--- src/hw/rtl/tfr_ram.sv ---
// Generic single-write, single-read RAM with registered read data.
`default_nettype none

module tfr_ram #(
  parameter int DATA_W = 8,
  parameter int DEPTH  = 256
) (
  input  wire logic                     clk,
  input  wire logic                     we,
  input  wire logic [$clog2(DEPTH)-1:0] waddr,
  input  wire logic [DATA_W-1:0]        wdata,
  input  wire logic                     re,
  input  wire logic [$clog2(DEPTH)-1:0] raddr,
  output logic      [DATA_W-1:0]        rdata
);

  logic [DATA_W-1:0] mem [DEPTH];

  always_ff @(posedge clk) begin
    if (we) begin
      mem[waddr] <= wdata;
    end
    if (re) begin
      rdata <= mem[raddr];
    end
  end

endmodule

`default_nettype wire
--- config.mk ---
export PLATFORM = sky130hd
export DESIGN_NAME = tfr_ram
export DESIGN_NICKNAME = d
export VERILOG_FILES = /design/src/hw/rtl/tfr_ram.sv
export SDC_FILE = /design/constraint.sdc
export NUM_CORES = 2
export LEC_CHECK = 0
export BUFFER_PORTS_ARGS = -buffer_cell sky130_fd_sc_hd__buf_2
export CORE_MARGIN = 2
export CORE_UTILIZATION = 57
export DETAILED_ROUTE_END_ITERATION = 7
export GPL_TIMING_DRIVEN = 0
export PLACE_DENSITY = 0.76
export SYNTH_ARGS = -nofsm -noshare
export SYNTH_HDL_FRONTEND = slang
export SYNTH_SLANG_ARGS = --single-unit
--- constraint.sdc ---
create_clock -name clk -period 2.5 [get_ports clk]
set_input_delay 0.5 -clock clk [delete_from_list [all_inputs] [get_ports clk]]
set_output_delay 0.5 -clock clk [all_outputs]
set_load 0.02 [all_outputs]
; ---- Yosys cells after proc, flatten, opt, wreduce, memory -nomap -nowiden
; Memory sizes are Yosys's and may differ from the RTL's. A register that Yosys moved wholly into a read port is not among the register bits.
; Index checks and enable logic that the tools add are counted.
[word_totals]
word_cells = 3
output_inout_bits = 8
input_bits = 27
mem_bits_rw = 2048
ff_bits = 0
memories = 1
[classes]
mux = 2
[memory_table]
columns = memory, depth, width, read_ports, rd_clocked_by_memory_dff, write_ports, line_no
row1 = mem, 256, 8, 1, 1, 1, 17  ; logic [DATA_W-1:0] mem [DEPTH];
[ops]
columns = operator, n
row1 = two-way mux 1 bit, 2

; ---- Logic depth before layout (Yosys ltp)
[depth]
word_depth = 2
ltp_mapped = 11
depth_no_buf = 6

; ---- Worst setup path after synthesis
; OpenSTA, ideal clock, no wires.
[synth_timing]
path_kind = input to register
from = input raddr[0]
to = register rdata[2] (read register of mem), data pin
setup_time_ns = 0.269
path_slack_ns = -0.076
cell_stages = 9
path_buffers = 4
t_required_ns = 2.231
t_arrival_ns = 2.307
path_cell_list = buf_6 buf_12 buf_8 buf_2 mux4_2 a22oi_1 a21oi_1 nor4_1 nor4_2
[synth_rtl]
columns = element, line_no
row1 = "start, declared", 13  ; input wire logic [$clog2(DEPTH)-1:0] raddr,
row2 = "end, declared", 14  ; output logic [DATA_W-1:0] rdata

==> flow_summary_export.csv <==
group,metric,value,unit
outcome,status,"complete, but fails checks",
outcome,violations,"DRC, setup timing",
yosys,mappedNetlistArea,79600,um^2
floorplanning,die_area,143000,um^2
floorplanning,placeable_core_region,139000,um^2
yosys,synth-seq-cells,2056,
layout,layout-drive-gt1-share,31.6,%
power_and_ir_drop,net_switching_share_of_the_total_power,22.4,%
clocking,cts_tree,"yes",
routing,drt-pass1-iter-count,8,
flow_run,cap_violations,0,
power_and_ir_drop,power.ir.vdd_worst,0.694,mV
critical_path,timing.critical_path.cells,"buf_12 -> buf_16 -> buf_16 -> buf_12 -> mux4_2 -> a22oi_2 -> a21oi_1 -> nor4_4 -> nor4_4",
critical_path,critPathCaptureType,"flop",
clocking,clockRootBuffer,"sky130_fd_sc_hd__clkbuf_16",
routing,antenna_violating_nets_post_route,0,
critical_path,cp_slowest_stage_delay,0.70,ns
yosys,number_of_flops_mapped_to_enable_cells_by_yosys,2056,
critical_path,timing.setup.critical_path_class,"input pin to flop",
layout,nNetsFinal,4022,
yosys,synth_fa_ha_area_share,0,%
yosys,synth_compound_area_share,3.42,%
critical_path,number_of_buffer_and_inverter_stages_on_the_critical_path,4,
clocking,max-clock-path-buffers,3,
floorplanning,chipHeight,378,um
sta,final.setup_skew,0.0356,ns
global_route,grt_pass1_wl,320000,um
placed_design,place.gp.congestion,0.991,
sta,worst_slack,-0.210,ns
routing,route.detailed.drc,15,
layout,multi_input_area,18100,um^2
layout,n_fill_cell,8600,
global_route,overflow_left_after_global_routing,0,
power_and_ir_drop,power.switching,15900,uW
routing,route.final.wire_length,235000,um
yosys,dominant_combinational_cell_family_by_area_after_synthesis,"multiplexers",
placed_design,dp_hpwl,148000,um
yosys,synthSimpleGateAreaFrac,2.63,%
floorplanning,core.rowCount,137,
floorplanning,floorplan.initialDensity,57.3,%
yosys,synth_area_per_cell,21.3,um^2
yosys,most_common_flop_cell_mapped_by_yosys,"sky130_fd_sc_hd__edfxtp_1",
global_route,antenna_found_initial,13,
yosys,synth.top_cells.by_count,"sky130_fd_sc_hd__edfxtp_1 (2,056), sky130_fd_sc_hd__mux4_2 (454), sky130_fd_sc_hd__nor2_1 (282)",
yosys,synth_fp_nets,3760,
sta,timing.slew.headroom,16.9,%
layout,area_growth_syn_to_layout,14.7,%
yosys,synth_area_leader_cell,"sky130_fd_sc_hd__edfxtp_1",
routing,drt-wirelength-per-cell,39.0,um
yosys,synth-warning-count,0,
yosys,yosys.area_share.xor_xnor,0,%
sta,timing.final.max_slew_violations,0,
routing,vias_per_cell,7.09,
sta,finalSetupViolCount,147,
critical_path,rrSetupSlack,-0.13,ns
routing,1st_iter_drt_viols,8581,
clocking,htree_num_levels,4,
critical_path,cp_startpoint_kind,"input pin",
placed_design,detailed_place.area,82500,um^2
global_route,number_of_global_route_vias_before_repair,41300,
floorplanning,design.portCount,35,
yosys,synth.mux.area_fraction,14.6,%
critical_path,slowest_cp_cell,"sky130_fd_sc_hd__nor4_4",
clocking,clock_insertion_delay_worst_skew,0.86,ns
yosys,synthesis.instances,3733,
power_and_ir_drop,internal,55000,uW
power_and_ir_drop,clockPowerShare,39.8,%
layout,final-seq-area,61700,um^2
sta,fin_hold_ws,0.125,ns
clocking,clkSlewWorstSetupHoldPaths,0.06,ns
yosys,synth_top_area_share,77.5,%
routing,vias,42800,
sta,final_hold_viol_count,0,
yosys,synth.lib_cells_used.distinct,54,
clocking,cts_buffers,195,
sta,grt_setup_unrepaired,"true",
sta,timing.final.crit_period,2.71,ns
power_and_ir_drop,power.share.sequential,53.7,%
global_route,grt_start_max_net_pins,169,
power_and_ir_drop,leakage_power,0.0281,uW
sta,layout_worst_path_cycle_share,108,%
hold_path,timing.hold.worst.class,"input pin to flop",
critical_path,critical_path.max_fanout,10,
critical_path,critPathTopFamily,"simple AND/OR/NAND/NOR gates",
sta,worstMarginPinSlew,1.24,ns
layout,final_area,91400,um^2
global_route,grt_use_total,33.0,%
placed_design,portBuffers,27,
critical_path,critical_path_required,3.03,ns
yosys,post-synth-top-count-cell,"sky130_fd_sc_hd__edfxtp_1",
yosys,ys_async_sr_fraction,0,%
critical_path,crit_arrival,3.24,ns
clocking,numClockSinks,2056,
yosys,synth.top_cells.by_area,"sky130_fd_sc_hd__edfxtp_1 (78%), sky130_fd_sc_hd__mux4_2 (13%), sky130_fd_sc_hd__mux2i_1 (1.7%)",
power_and_ir_drop,power_density,775,nW/um^2
floorplanning,die_width,378,um
yosys,portion_of_the_post_synthesis_area_used_by_sequential_elements,77.5,%
sta,maxClockFrequency,369,MHz
power_and_ir_drop,share_comb_of_total_power,6.5,%
## cells by family (layout without fill, tap and decap cells)
kind of cell           after synthesis  after routing
buffers and inverters              235            654
and+or+nand+nor                    466            466
DFF                               2056           2056
muxes                              591            591
AOI/OAI and AO/OA                  385            385
other                                0              9
## per-layer routing
layer	GRT usage (%)	vias to the layer above	wire length (um)
li1	-	16200	-
met1	42.6	21800	76400
met2	48.7	3859	106000
met3	12.6	818	37300
met4	18.1	15	15500
met5	0.789	-	213
## repair_timing
item / in CTS / in global routing
setup endpoints to repair: 179 / 1111
gates cloned: 0 / 0
endpoints found under the hold margin: 8 / 0
setup buffers: 2 / 31
hold buffers: 1 / 0
pin swaps: 25 / 41
resized for setup: 384 / 332
## power by group through the flow
stage | logic [uW] | registers [uW] | clock network, uW
final | 4600 | 38000 | 28200
after global routing | 4630 | 38000 | 29300
after CTS | 4190 | 38000 | 28100
after detailed placement | 3850 | 38800 | 0
after global placement | 3730 | 38900 | 0
after floorplan | 1860 | 38800 | 0
## final cells by class
type | instances | share of cell area (%)
diodes | 9 | 0.0246
plain buffers | 229 | 2.68
clock buffers | 247 | 5.65
clock inverters | 107 | 0.868
inverters | 2 | 0.00958
multi-input cells | 1442 | 19.8
flip-flops and latches | 2056 | 67.6
well taps | 1876 | 2.57
repair buffers | 69 | 0.786
## flip-flops by register name, summed over array words and instances (netlist names)
signal	cells
mem	2048
rdata	8
## worst paths after layout
check	startpoint	end	depth (start not counted)
max	raddr[0]	rdata[5]$_DFFE_PP_	9
min	wdata[6]	mem[68][6]$_DFFE_PP_	1
max reg2reg	mem[100][1]$_DFFE_PP_	rdata[1]$_DFFE_PP_	6
min reg2reg	mem[106][2]$_DFFE_PP_	rdata[2]$_DFFE_PP_	6
## worst register-to-register path: stages, from the launching register on
cell and delay, ns:
sky130_fd_sc_hd__edfxtp_1 0.43, sky130_fd_sc_hd__mux4_2 0.47, sky130_fd_sc_hd__nor2b_1 0.15, sky130_fd_sc_hd__a211oi_1 0.55
sky130_fd_sc_hd__nor3_1 0.18, sky130_fd_sc_hd__nor4_4 0.44, sky130_fd_sc_hd__nor4_4 0.15
## metrics by stage
step / TNS, ns / instances / util [%] / total power (uW) / worst slack (ns)
floorplan: -0.00496 / 3733 / - / 40700 / -0.00496
global placement: -5712.74 / 5636 / 59.1 / 42600 / -3.15
detailed placement: -1229.57 / 5644 / 59.4 / 42600 / -3.12
global route: -14.95 / 6028 / 65.7 / 72000 / -0.207
finish: -8.03 / 6037 / 65.7 / 70800 / -0.210
CTS: -6.39 / 5999 / 64.7 / 70300 / -0.140
## layout by cell type (no fill, tap or decap), types with 30 or more instances in the layout
master | synthesis | layout
sky130_fd_sc_hd__buf_2 | 31 | 34
sky130_fd_sc_hd__nand2_1 | 33 | 31
sky130_fd_sc_hd__clkinv_1 | 1 | 45
sky130_fd_sc_hd__clkbuf_16 | 0 | 202
sky130_fd_sc_hd__buf_8 | 13 | 33
sky130_fd_sc_hd__clkbuf_2 | 0 | 34
sky130_fd_sc_hd__mux4_2 | 454 | 455
sky130_fd_sc_hd__nor2_1 | 282 | 122
sky130_fd_sc_hd__a21oi_1 | 96 | 59
sky130_fd_sc_hd__nand3_1 | 34 | 30
sky130_fd_sc_hd__nor2_2 | 0 | 152
sky130_fd_sc_hd__edfxtp_1 | 2056 | 2056
sky130_fd_sc_hd__buf_4 | 27 | 51
sky130_fd_sc_hd__a22oi_1 | 133 | 123
sky130_fd_sc_hd__a21oi_2 | 0 | 31
sky130_fd_sc_hd__clkbuf_1 | 111 | 78
sky130_fd_sc_hd__o221ai_1 | 46 | 31
sky130_fd_sc_hd__mux2i_1 | 134 | 128
sky130_fd_sc_hd__clkinv_2 | 0 | 33
Power figures use the tool's default switching activity.
